`src/hdl/csa_pkg.sv`:
```
// ----------------------------------------------------------------------------
// csa_pkg: shared types and constants for the circular stack ALU
// Operation codes, field widths and reset values used by the core and the
// channel interfaces.
// ----------------------------------------------------------------------------
`default_nettype none

package csa_pkg;

   localparam int unsigned OP_W                = 4;
   localparam int unsigned DATA_W              = 8;
   localparam int unsigned STACK_DEPTH_DEFAULT = 8;

   localparam logic [DATA_W-1:0] SPEED_RESET = 8'd15;

   typedef enum logic [OP_W-1:0] {
      OP_NOP       = 4'd0,
      OP_PUSH      = 4'd1,
      OP_DUP       = 4'd2,
      OP_DROP      = 4'd3,
      OP_BACK      = 4'd4,
      OP_SWAP      = 4'd5,
      OP_OVER      = 4'd6,
      OP_ADD       = 4'd7,
      OP_AND       = 4'd8,
      OP_OR        = 4'd9,
      OP_XOR       = 4'd10,
      OP_INVERT    = 4'd11,
      OP_NEGATE    = 4'd12,
      OP_SET_SPEED = 4'd13
   } op_type;

endpackage

`default_nettype wire

```
`src/hdl/csa_if.sv`:
```
// ----------------------------------------------------------------------------
// csa_if: channel interfaces of the circular stack ALU
// Request channel (operation, push value) and response channel (top,
// second, speed), both valid/ready.
// ----------------------------------------------------------------------------
`default_nettype none

interface csa_req_if import csa_pkg::*; ();
   logic              valid;
   logic              ready;
   logic [OP_W-1:0]   operation;
   logic [DATA_W-1:0] push_value;

   modport source (output valid, output operation, output push_value, input ready);
   modport sink   (input valid, input operation, input push_value, output ready);
endinterface

interface csa_rsp_if import csa_pkg::*; ();
   logic              valid;
   logic              ready;
   logic [DATA_W-1:0] top_value;
   logic [DATA_W-1:0] second_value;
   logic [DATA_W-1:0] speed_value;

   modport source (output valid, output top_value, output second_value,
                   output speed_value, input ready);
   modport sink   (input valid, input top_value, input second_value,
                   input speed_value, output ready);
endinterface

`default_nettype wire

```
`src/hdl/circular_stack_alu_core.sv`:
```
// ----------------------------------------------------------------------------
// circular_stack_alu_core: byte data stack in a circular buffer with ALU
// Wrapping top pointer, push/dup/drop/back/swap/over, add/and/or/xor,
// invert, negate and set speed; one response per request.
// ----------------------------------------------------------------------------
// Usage: one request transaction is taken per clock; its response is
// registered and shows up the next cycle, and the next request is taken
// while that response waits as long as the response is being taken in the
// same cycle. The top two slots live in registers, the slots just above
// and below them are kept prefetched in two more registers, and the rest
// of the stack sits in a STACK_DEPTH-entry array written and read once per
// cycle; that single array read sets the cycle time. Slots never written
// read as zero through per-entry valid bits, so there is no clearing pass.
`default_nettype none

module circular_stack_alu_core import csa_pkg::*; #(
   parameter int unsigned STACK_DEPTH = STACK_DEPTH_DEFAULT
) (
   input  wire logic  clock,
   input  wire logic  reset,
   csa_req_if.sink    req_ch,
   csa_rsp_if.source  rsp_ch
);

   localparam int unsigned PTR_W = $clog2(STACK_DEPTH);
   localparam bit          TINY  = (STACK_DEPTH == 2);

   localparam logic [PTR_W:0] DEPTH_V = (PTR_W+1)'(STACK_DEPTH);
   localparam logic [PTR_W:0] OFF_UP1 = (PTR_W+1)'(1 % STACK_DEPTH);
   localparam logic [PTR_W:0] OFF_UP2 = (PTR_W+1)'(2 % STACK_DEPTH);
   localparam logic [PTR_W:0] OFF_DN1 = (PTR_W+1)'(STACK_DEPTH - 1);
   localparam logic [PTR_W:0] OFF_DN3 =
      (PTR_W+1)'((STACK_DEPTH - (3 % STACK_DEPTH)) % STACK_DEPTH);

   function automatic logic [PTR_W-1:0] ptr_add(input logic [PTR_W-1:0] p,
                                                input logic [PTR_W:0]   k);
      logic [PTR_W:0] s;
      s = {1'b0, p} + k;
      if (s >= DEPTH_V) begin
         s = s - DEPTH_V;
      end
      return s[PTR_W-1:0];
   endfunction

   // state
   logic [PTR_W-1:0]       ptr_ff, ptr_in;
   logic [DATA_W-1:0]      top_ff, top_in;
   logic [DATA_W-1:0]      second_ff, second_in;
   logic [DATA_W-1:0]      above_ff;     // slot ptr+1
   logic [DATA_W-1:0]      below_ff;     // slot ptr-2
   logic [DATA_W-1:0]      speed_ff, speed_in;
   logic                   rsp_valid_ff;

   logic [DATA_W-1:0]      mem [STACK_DEPTH];
   logic [STACK_DEPTH-1:0] mem_valid_ff;

   logic                   req_fire;
   logic                   move_up;
   logic                   move_down;
   logic [DATA_W-1:0]      above_val;
   logic [DATA_W-1:0]      below_val;
   logic [PTR_W-1:0]       ptr_up1, ptr_up2, ptr_dn1, ptr_dn3;
   logic                   wr_en;
   logic [PTR_W-1:0]       wr_addr;
   logic [DATA_W-1:0]      wr_data;
   logic [PTR_W-1:0]       rd_addr;

   assign req_ch.ready = !rsp_valid_ff || rsp_ch.ready;
   assign req_fire     = req_ch.valid && req_ch.ready;

   assign rsp_ch.valid        = rsp_valid_ff;
   assign rsp_ch.top_value    = top_ff;
   assign rsp_ch.second_value = second_ff;
   assign rsp_ch.speed_value  = speed_ff;

   assign ptr_up1 = ptr_add(ptr_ff, OFF_UP1);
   assign ptr_up2 = ptr_add(ptr_ff, OFF_UP2);
   assign ptr_dn1 = ptr_add(ptr_ff, OFF_DN1);
   assign ptr_dn3 = ptr_add(ptr_ff, OFF_DN3);

   // with two slots the neighbors outside the window are the window itself
   always_comb begin
      if (TINY) begin
         above_val = second_ff;
         below_val = top_ff;
      end else begin
         above_val = above_ff;
         below_val = below_ff;
      end
   end

   always_comb begin
      move_up   = 1'b0;
      move_down = 1'b0;
      top_in    = top_ff;
      second_in = second_ff;
      speed_in  = speed_ff;
      case (req_ch.operation)
         OP_PUSH: begin
            move_up   = 1'b1;
            top_in    = req_ch.push_value;
            second_in = top_ff;
         end
         OP_DUP: begin
            move_up   = 1'b1;
            second_in = top_ff;
         end
         OP_DROP: begin
            move_down = 1'b1;
            top_in    = second_ff;
            second_in = below_val;
         end
         OP_BACK: begin
            move_up   = 1'b1;
            top_in    = above_val;
            second_in = top_ff;
         end
         OP_SWAP: begin
            top_in    = second_ff;
            second_in = top_ff;
         end
         OP_OVER: begin
            move_up   = 1'b1;
            top_in    = second_ff;
            second_in = top_ff;
         end
         OP_ADD: begin
            move_down = 1'b1;
            top_in    = second_ff + top_ff;
            second_in = below_val;
         end
         OP_AND: begin
            move_down = 1'b1;
            top_in    = second_ff & top_ff;
            second_in = below_val;
         end
         OP_OR: begin
            move_down = 1'b1;
            top_in    = second_ff | top_ff;
            second_in = below_val;
         end
         OP_XOR: begin
            move_down = 1'b1;
            top_in    = second_ff ^ top_ff;
            second_in = below_val;
         end
         OP_INVERT: begin
            top_in = ~top_ff;
         end
         OP_NEGATE: begin
            top_in = ~top_ff + 8'd1;
         end
         OP_SET_SPEED: begin
            move_down = 1'b1;
            speed_in  = top_ff;
            top_in    = second_ff;
            second_in = below_val;
         end
         default: begin
         end
      endcase
   end

   always_comb begin
      if (move_up) begin
         ptr_in = ptr_up1;
      end else if (move_down) begin
         ptr_in = ptr_dn1;
      end else begin
         ptr_in = ptr_ff;
      end
   end

   // slot leaving the register window is written back; the slot that
   // becomes the new outer neighbor is fetched
   assign wr_en   = req_fire && (move_up || move_down);
   assign wr_addr = move_up ? ptr_dn1 : ptr_ff;
   assign wr_data = move_up ? second_ff : top_ff;
   assign rd_addr = move_up ? ptr_up2 : ptr_dn3;

   always_ff @(posedge clock) begin
      if (wr_en) begin
         mem[wr_addr] <= wr_data;
      end
   end

   always_ff @(posedge clock) begin
      if (reset) begin
         mem_valid_ff <= '0;
      end else if (wr_en) begin
         mem_valid_ff[wr_addr] <= 1'b1;
      end
   end

   always_ff @(posedge clock) begin
      if (reset) begin
         above_ff <= '0;
         below_ff <= '0;
      end else if (req_fire && move_up) begin
         below_ff <= second_ff;
         if (rd_addr == wr_addr) begin
            above_ff <= wr_data;
         end else if (mem_valid_ff[rd_addr]) begin
            above_ff <= mem[rd_addr];
         end else begin
            above_ff <= '0;
         end
      end else if (req_fire && move_down) begin
         above_ff <= top_ff;
         if (rd_addr == wr_addr) begin
            below_ff <= wr_data;
         end else if (mem_valid_ff[rd_addr]) begin
            below_ff <= mem[rd_addr];
         end else begin
            below_ff <= '0;
         end
      end
   end

   always_ff @(posedge clock) begin
      if (reset) begin
         ptr_ff    <= '0;
         top_ff    <= '0;
         second_ff <= '0;
         speed_ff  <= SPEED_RESET;
      end else if (req_fire) begin
         ptr_ff    <= ptr_in;
         top_ff    <= top_in;
         second_ff <= second_in;
         speed_ff  <= speed_in;
      end
   end

   always_ff @(posedge clock) begin
      if (reset) begin
         rsp_valid_ff <= 1'b0;
      end else if (req_fire) begin
         rsp_valid_ff <= 1'b1;
      end else if (rsp_ch.ready) begin
         rsp_valid_ff <= 1'b0;
      end
   end

`ifndef SYNTHESIS
   a_push_top: assert property (@(posedge clock) disable iff (reset)
      req_fire && req_ch.operation == OP_PUSH |=> top_ff == $past(req_ch.push_value))
      else $error("push did not land on top");

   a_drop_top: assert property (@(posedge clock) disable iff (reset)
      req_fire && req_ch.operation == OP_DROP |=> top_ff == $past(second_ff))
      else $error("drop did not expose second entry");

   a_speed_set: assert property (@(posedge clock) disable iff (reset)
      req_fire && req_ch.operation == OP_SET_SPEED |=> speed_ff == $past(top_ff))
      else $error("set speed did not take the top entry");

   a_ptr_hold: assert property (@(posedge clock) disable iff (reset)
      !req_fire |=> $stable(ptr_ff) && $stable(top_ff) && $stable(second_ff))
      else $error("stack state moved without a transaction");

   a_rsp_follows: assert property (@(posedge clock) disable iff (reset)
      req_fire |=> rsp_valid_ff)
      else $error("accepted transaction produced no response");
`endif

endmodule

`default_nettype wire

```
`src/flat_wrapper.sv`:
```
// flat-port wrapper written by rule: the top's interface ports become plain ports
module circular_stack_alu_core_flat import csa_pkg::*;
#(
   parameter int unsigned STACK_DEPTH = STACK_DEPTH_DEFAULT
)
  (clock, reset, req_ch_valid, req_ch_operation, req_ch_push_value, req_ch_ready, rsp_ch_valid, rsp_ch_top_value, rsp_ch_second_value, rsp_ch_speed_value, rsp_ch_ready);
  csa_req_if req_ch_i ();
  csa_rsp_if rsp_ch_i ();
  input  wire logic clock;
  input  wire logic reset;
  input wire logic [$bits(req_ch_i.valid)-1:0] req_ch_valid;
  input wire logic [$bits(req_ch_i.operation)-1:0] req_ch_operation;
  input wire logic [$bits(req_ch_i.push_value)-1:0] req_ch_push_value;
  output wire logic [$bits(req_ch_i.ready)-1:0] req_ch_ready;
  output wire logic [$bits(rsp_ch_i.valid)-1:0] rsp_ch_valid;
  output wire logic [$bits(rsp_ch_i.top_value)-1:0] rsp_ch_top_value;
  output wire logic [$bits(rsp_ch_i.second_value)-1:0] rsp_ch_second_value;
  output wire logic [$bits(rsp_ch_i.speed_value)-1:0] rsp_ch_speed_value;
  input wire logic [$bits(rsp_ch_i.ready)-1:0] rsp_ch_ready;
  assign req_ch_i.valid = req_ch_valid;
  assign req_ch_i.operation = req_ch_operation;
  assign req_ch_i.push_value = req_ch_push_value;
  assign req_ch_ready = req_ch_i.ready;
  assign rsp_ch_valid = rsp_ch_i.valid;
  assign rsp_ch_top_value = rsp_ch_i.top_value;
  assign rsp_ch_second_value = rsp_ch_i.second_value;
  assign rsp_ch_speed_value = rsp_ch_i.speed_value;
  assign rsp_ch_i.ready = rsp_ch_ready;
  circular_stack_alu_core #(.STACK_DEPTH(STACK_DEPTH)) u_core (.clock(clock), .reset(reset), .req_ch(req_ch_i), .rsp_ch(rsp_ch_i));
endmodule
```
`config.mk`:
```
export PLATFORM = sky130hd
export DESIGN_NAME = circular_stack_alu_core_flat
export DESIGN_NICKNAME = d
export VERILOG_FILES = /design/src/hdl/csa_pkg.sv /design/src/hdl/csa_if.sv /design/src/hdl/circular_stack_alu_core.sv /design/src/flat_wrapper.sv
export SDC_FILE = /design/constraint.sdc
export NUM_CORES = 1
export LEC_CHECK = 0
export BUFFER_PORTS_ARGS = -buffer_cell sky130_fd_sc_hd__buf_4
export CAP_MARGIN = 10
export CORE_MARGIN = 4
export CORE_UTILIZATION = 30
export DETAILED_ROUTE_END_ITERATION = 10
export PLACE_DENSITY_LB_ADDON = 0.08
export SLEW_MARGIN = 5
export SYNTH_ARGS = -nofsm -noshare
export SYNTH_HDL_FRONTEND = slang
export SYNTH_SLANG_ARGS = --single-unit
```
`constraint.sdc`:
```
create_clock -name clock -period 8.47 [get_ports clock]
set_input_delay 1.2705 -clock clock [delete_from_list [all_inputs] [get_ports clock]]
set_output_delay 1.2705 -clock clock [all_outputs]
set_load 0.1 [all_outputs]
```
# Word-level counts from Yosys, hierarchy flattened
# Memory sizes are Yosys's and may differ from the RTL's.
# Index checks and enable logic that the tools add are counted.
# totals
ff_bits,52
ramBits,64
mem_count,1
output_inout_bits,26
in_bits,16
elab_cells,93
# op_classes
add_sub_neg,10
n_bitwise,5
n_eq_ne,14
mux,27
n_reduce_logical,21
magnitude_cmp,7
# mem_list
memory,depth,width,rd,rd_clocked_by_memory_dff,wr,line,text
u_core.mem,8,8,1,0,1,circular_stack_alu_core.sv:54,logic [DATA_W-1:0] mem [STACK_DEPTH];
# ops
op,n
case mux 8 bit (9 select lines),1
two-way mux 8 bit,7
== test 4 bit (second input constant),6
two-way mux 3 bit,8
== test 4 x 3 -> 1 bit (second input constant),4
>= comparator 4 bit (second input constant),4
OR 8 bit,2
case mux 8 bit (2 select lines),1
subtractor 3 x 1 -> 3 bit (second input constant),4
nonzero test 9 bit,1
adder 3 x 3 -> 4 bit (second input constant),2
adder 8 x 1 -> 8 bit (second input constant),1
adder 8 bit,1
AND 8 bit,1
== test 4 x 2 -> 1 bit (second input constant),2
< comparator 3 x 4 -> 1 bit (second input constant),2
two-way mux 1 bit,8
NOT 8 bit,1
AND reduction 2 bit,4
nonzero test 2 bit,4
OR reduction 4 bit,2
XOR 8 bit,1
OR reduction 6 bit,1
logical AND 1 bit,5
10 further kinds,11

# Logic depth before layout (Yosys ltp)
# logic_depth
depth_word,10
ltp_mapped,13

# Worst setup path before layout
# No wires, ideal clock.
# synth_path
path_type,input -> register
from,in req_ch_operation[1]
to,mem u_core.mem[2][0] (enable)
stages,11
path_slack_ps,3785
setup_ps,375
arrival_ps,4310
cell_sequence,or3b_1 > buf_2 > a21oi_4 > buf_2 > buf_2 > clkbuf_1 > ha_1 > clkbuf_1 > clkbuf_1 > nand2_1 > nor2b_1
# synth_via
elab_chain_cells,7
elab_cells_between_ends,19
# synth_rtl
item,line,text
from (decl),flat_wrapper.sv:12,input wire logic [$bits(req_ch_i.operation)-1:0] req_ch_operation;
== test 4 x 2 -> 1 bit (tied with other cells),circular_stack_alu_core.sv:98,case (req_ch.operation)
OR reduction 6 bit (no line) / OR reduction 4 bit (equally long branches),n/a,
two-way mux 1 bit,circular_stack_alu_core.sv:98,
logical OR 1 bit,circular_stack_alu_core.sv:176,assign wr_en = req_fire && (move_up || move_down);
logical AND 1 bit,circular_stack_alu_core.sv:176,
two-way mux 1 bit,circular_stack_alu_core.sv:182,if (wr_en) begin
two-way mux 1 bit (implied by the code),circular_stack_alu_core.sv:183,mem[wr_addr] <= wr_data;
to (decl),circular_stack_alu_core.sv:54,
# Several ways; a longest one is shown, not always the timed one.

# Worst setup path after layout
# layout_path
from,in req_ch_operation[0]
to,reg u_core.above_ff[7]
# layout_via
elab_chain_cells,9
elab_cells_between_ends,27
# layout_rtl
item,line,text
== test 4 x 1 -> 1 bit (tied with other cells),circular_stack_alu_core.sv:98,
OR reduction 4 bit (no line),n/a,
two-way mux 1 bit,circular_stack_alu_core.sv:98,
two-way mux 3 bit,circular_stack_alu_core.sv:179,assign rd_addr = move_up ? ptr_up2 : ptr_dn3;
binary-select mux 1 bit (select 3 bit),circular_stack_alu_core.sv:203,end else if (mem_valid_ff[rd_addr]) begin
two-way mux 1 bit (implied by the code),circular_stack_alu_core.sv:203,
two-way mux 8 bit,circular_stack_alu_core.sv:203,
two-way mux 8 bit,circular_stack_alu_core.sv:201,if (rd_addr == wr_addr) begin
two-way mux 8 bit,circular_stack_alu_core.sv:199,end else if (req_fire && move_up) begin
to (signal assigned),circular_stack_alu_core.sv:202,above_ff <= wr_data;
to (signal assigned),circular_stack_alu_core.sv:204,above_ff <= mem[rd_addr];
to (signal assigned),circular_stack_alu_core.sv:209,above_ff <= top_ff;
to (decl),circular_stack_alu_core.sv:49,logic [DATA_W-1:0] above_ff;
# Several ways; a longest one is shown, not always the timed one. The select of a mux whose other input is x is not followed.
# A chain may end at the register's enable or synchronous reset.

==> flow_summary.ini <==
[run_status]
status = finished clean

[place]
placed_cell_area_um2 = 7220
io_buffers = 41
pre_cts_slack_ps = 3900
hpwlAfterDp_mm = 16.5
globalplace.congestion = 0.923

[synthesis]
synth.distinct_cells = 68
syn_avg_cell_area_um2 = 9.71
synth_xor_area_share_pct = 1.31
async_flop_share_pct = 0
synth_edf_count = 64
syn_nets = 728
synth_seq_cells = 116
synth_ff_type = edfxtp_1
synthCells = 689
yosysTopAreaCell = edfxtp_1
ys_warn_count = 0
synth-simple-area-share_pct = 13.5
synth_area_leaders = edfxtp_1 (29%), dfxtp_1 (16%), a21oi_1 (4.3%)
seq_area_frac_synth_pct = 44.3
synth_compound_area_share_pct = 23.6
synth_fa_ha_area_share_pct = 4.41
syn-cell-area_um2 = 6690
muxShareOfSynthArea_pct = 7.74
synth_top_family_by_area = compound AO/OA/AOI/OAI gates
synth_top_area_share_pct = 28.7

[drt]
drc = 0
wl_per_cell_um = 23.3
firstDrtPassIters = 7
detail-route-antenna-nets = 0
viasPerCell = 5.69
first_iter_violations = 426
drt-total-wl_mm = 23.3
vias = 5704

[sta]
clock-skew-final_ps = 11.9
finalSetupTns_ps = 0
hold_viol_final = 0
period_share_pct = 49.3
max_freq_mhz = 239
post-route-min-period_ps = 4180
finalSetupViolations = 0
rsz0062_at_grt = false
worstMarginPinSlew_ps = 892
fin_ws_ps = 4290
final_max_slew_viol_count = 0
slew_headroom_pct = 39.0

[setup_path]
crit_path_start = req_ch_operation[0]
crit_fanout = 46
reg2reg_to = u_core.mem[1][2]$_DFFE_PP_
r2r_start = u_core.ptr_ff[1]$_SDFFE_PP0P_
cp-endpoint = u_core.above_ff[7]$_SDFFE_PP0P_
rrSetupSlack_ps = 4480
critPathLaunchType = primary input
critPathCaptureType = flip-flop
worstPathRequired_ps = 8810
crit_type = in2reg
arrival_ps = 4520
reg2reg_depth = 9

[grt]
grt_use_total_pct = 19.0
grt_pass1_wl_mm = 35.5
grt_start_max_net_pins = 61
antenna_found_initial = 0
grt_pass1_vias = 5563
gr-total-overflow = 0

[finish]
syn2layout_area_growth_pct = 16.7
drive_gt1_share_pct = 14.4
layout_common_cells = nor2_1 (69), edfxtp_1 (64), a21oi_1 (58), buf_4 (54), dfxtp_1 (52)
fin_nets = 748
diodes = 0
utilization_pct = 35.7
fill_cells = 2247
final_common_cell = nor2_1
fin_area_um2 = 7810

[clocking]
cts_resized = 0
root_buffer = clkbuf_16
cts_tree = built
clk_pin_slew_worst_paths_ps = 60
cts_sinks = 116
h-tree-depth = 4
cts_hold_repair.buffers = 0
clock_path_buffers = 2
cts_buffers = 17
postCtsSetupBuffers = 0
clk_latency_ps = 420

[floorplan]
die_x_um = 157
rows = 54
die-area_um2 = 24800
initial_core_util_pct = 30.6
ioPinCount = 42
core_um2 = 21900
die_y_um = 157

[power]
peakVddDrop_v = 0.000157
cellPowerDensity_nw_per_um2 = 218
p_leak_nw = 2.75
finalPower_mw = 1.70

[run]
maxCapViolCount = 0

[worst_hold_path]
min_path_type = reg2reg
## power by group
group,internal (mW),total [mW],switching (mW)
logic,0.108,0.326,0.218
clock network,0.446,0.735,0.289
registers,0.619,0.644,0.0247
total,1.17,1.70,0.532
## synth_stat cells (all sizes together), types with 3 or more instances
master,n
nand2b,8
o221ai,5
a22oi,5
dfxtp,52
o211ai,3
o2bb2ai,3
clkbuf,34
o21ai,27
xnor2,8
and2,3
nor2,70
nand3b,8
a211o,22
and3,3
a211oi,23
o22ai,11
a221oi,3
mux4,9
nor3b,3
o31ai,5
a2bb2oi,3
a21oi,59
buf,19
inv,31
o21ba,3
o32ai,5
o311ai,7
a31oi,20
mux2,4
a311o,8
or3,10
nor3,15
mux2i,27
nand2,41
nor2b,8
ha,22
a21o,3
edfxtp,64
nand3,5
or4,3
## worst max-delay path: stages
cell and delay [ps]:
buf_4 300, or3b_1 510, a21oi_4 170, buf_4 410
ha_1 390, or3b_2 230, a221oi_1 70, a211oi_1 240
nand4_1 370, a211o_1 380, a31oi_1 170
## worst min-delay path by stage
stage / end / startpoint / slack [ps] / cells past startpoint
after floorplan: u_core.mem_valid_ff[5]$_SDFFE_PP0P_ / u_core.mem_valid_ff[5]$_SDFFE_PP0P_ / 430 / 2
after global placement: u_core.mem_valid_ff[6]$_SDFFE_PP0P_ / u_core.mem_valid_ff[6]$_SDFFE_PP0P_ / 450 / 2
after detailed placement: u_core.rsp_ch.speed_value[0]$_SDFFE_PP1P_ / u_core.rsp_ch.speed_value[0]$_SDFFE_PP1P_ / 460 / 1
after CTS: u_core.rsp_ch.speed_value[0]$_SDFFE_PP1P_ / u_core.rsp_ch.speed_value[0]$_SDFFE_PP1P_ / 470 / 1
after global routing: u_core.rsp_ch.speed_value[3]$_SDFFE_PP1P_ / u_core.rsp_ch.speed_value[3]$_SDFFE_PP1P_ / 490 / 1
final: u_core.rsp_ch.speed_value[0]$_SDFFE_PP1P_ / u_core.rsp_ch.speed_value[0]$_SDFFE_PP1P_ / 470 / 1
## metal layers
layer | part of all wire (%) | global-route usage, % | up-vias
met5 | 0 | 0 | -
met4 | 3.5 | 7.62 | 0
met3 | 5.0 | 3.27 | 51
met2 | 45 | 29.3 | 202
met1 | 47 | 26.5 | 2792
li1 | - | - | 2659
## flip-flops by register name, summed over array words and instances (netlist names)
| name | flops |
|---|---|
| u_core.mem_valid_ff | 8 |
| u_core.rsp_ch.top_value | 8 |
| u_core.ptr_ff | 3 |
| u_core.mem | 64 |
| u_core.above_ff | 8 |
| u_core.rsp_ch.second_value | 8 |
| u_core.rsp_ch.valid | 1 |
| u_core.below_ff | 8 |
| u_core.rsp_ch.speed_value | 8 |
## logic make-up (layout without fill, tap and decap cells)
| group | Yosys count | in the layout |
|---|---|---|
| AOI/OAI and AO/OA | 228 | 228 |
| DFF | 116 | 116 |
| xor gates and xnor gates | 10 | 10 |
| adders and majority gates | 23 | 23 |
| and+or+nand+nor | 187 | 187 |
| buffers and inverters | 85 | 118 |
| muxes | 40 | 40 |
## metrics by stage
stage	cells	hold WS, ps
5_1_grt	1002	494
4_1_cts	1002	472
3_5_place_dp	970	456
6_report	1002	468
3_3_place_gp	970	450
2_1_floorplan	689	431
## area by class of cell
class	instances	area (µm²)	area share [%]
Clock buffer	19	443	5.67
Multi-Input combinational cell	488	3380	43.3
Inverter	32	120	1.54
Sequential cell	116	2960	37.9
Clock inverter	13	150	1.92
Tap cell	280	350	4.49
Timing Repair Buffer	54	405	5.19
Note: power is estimated with default switching activity, not from simulation.
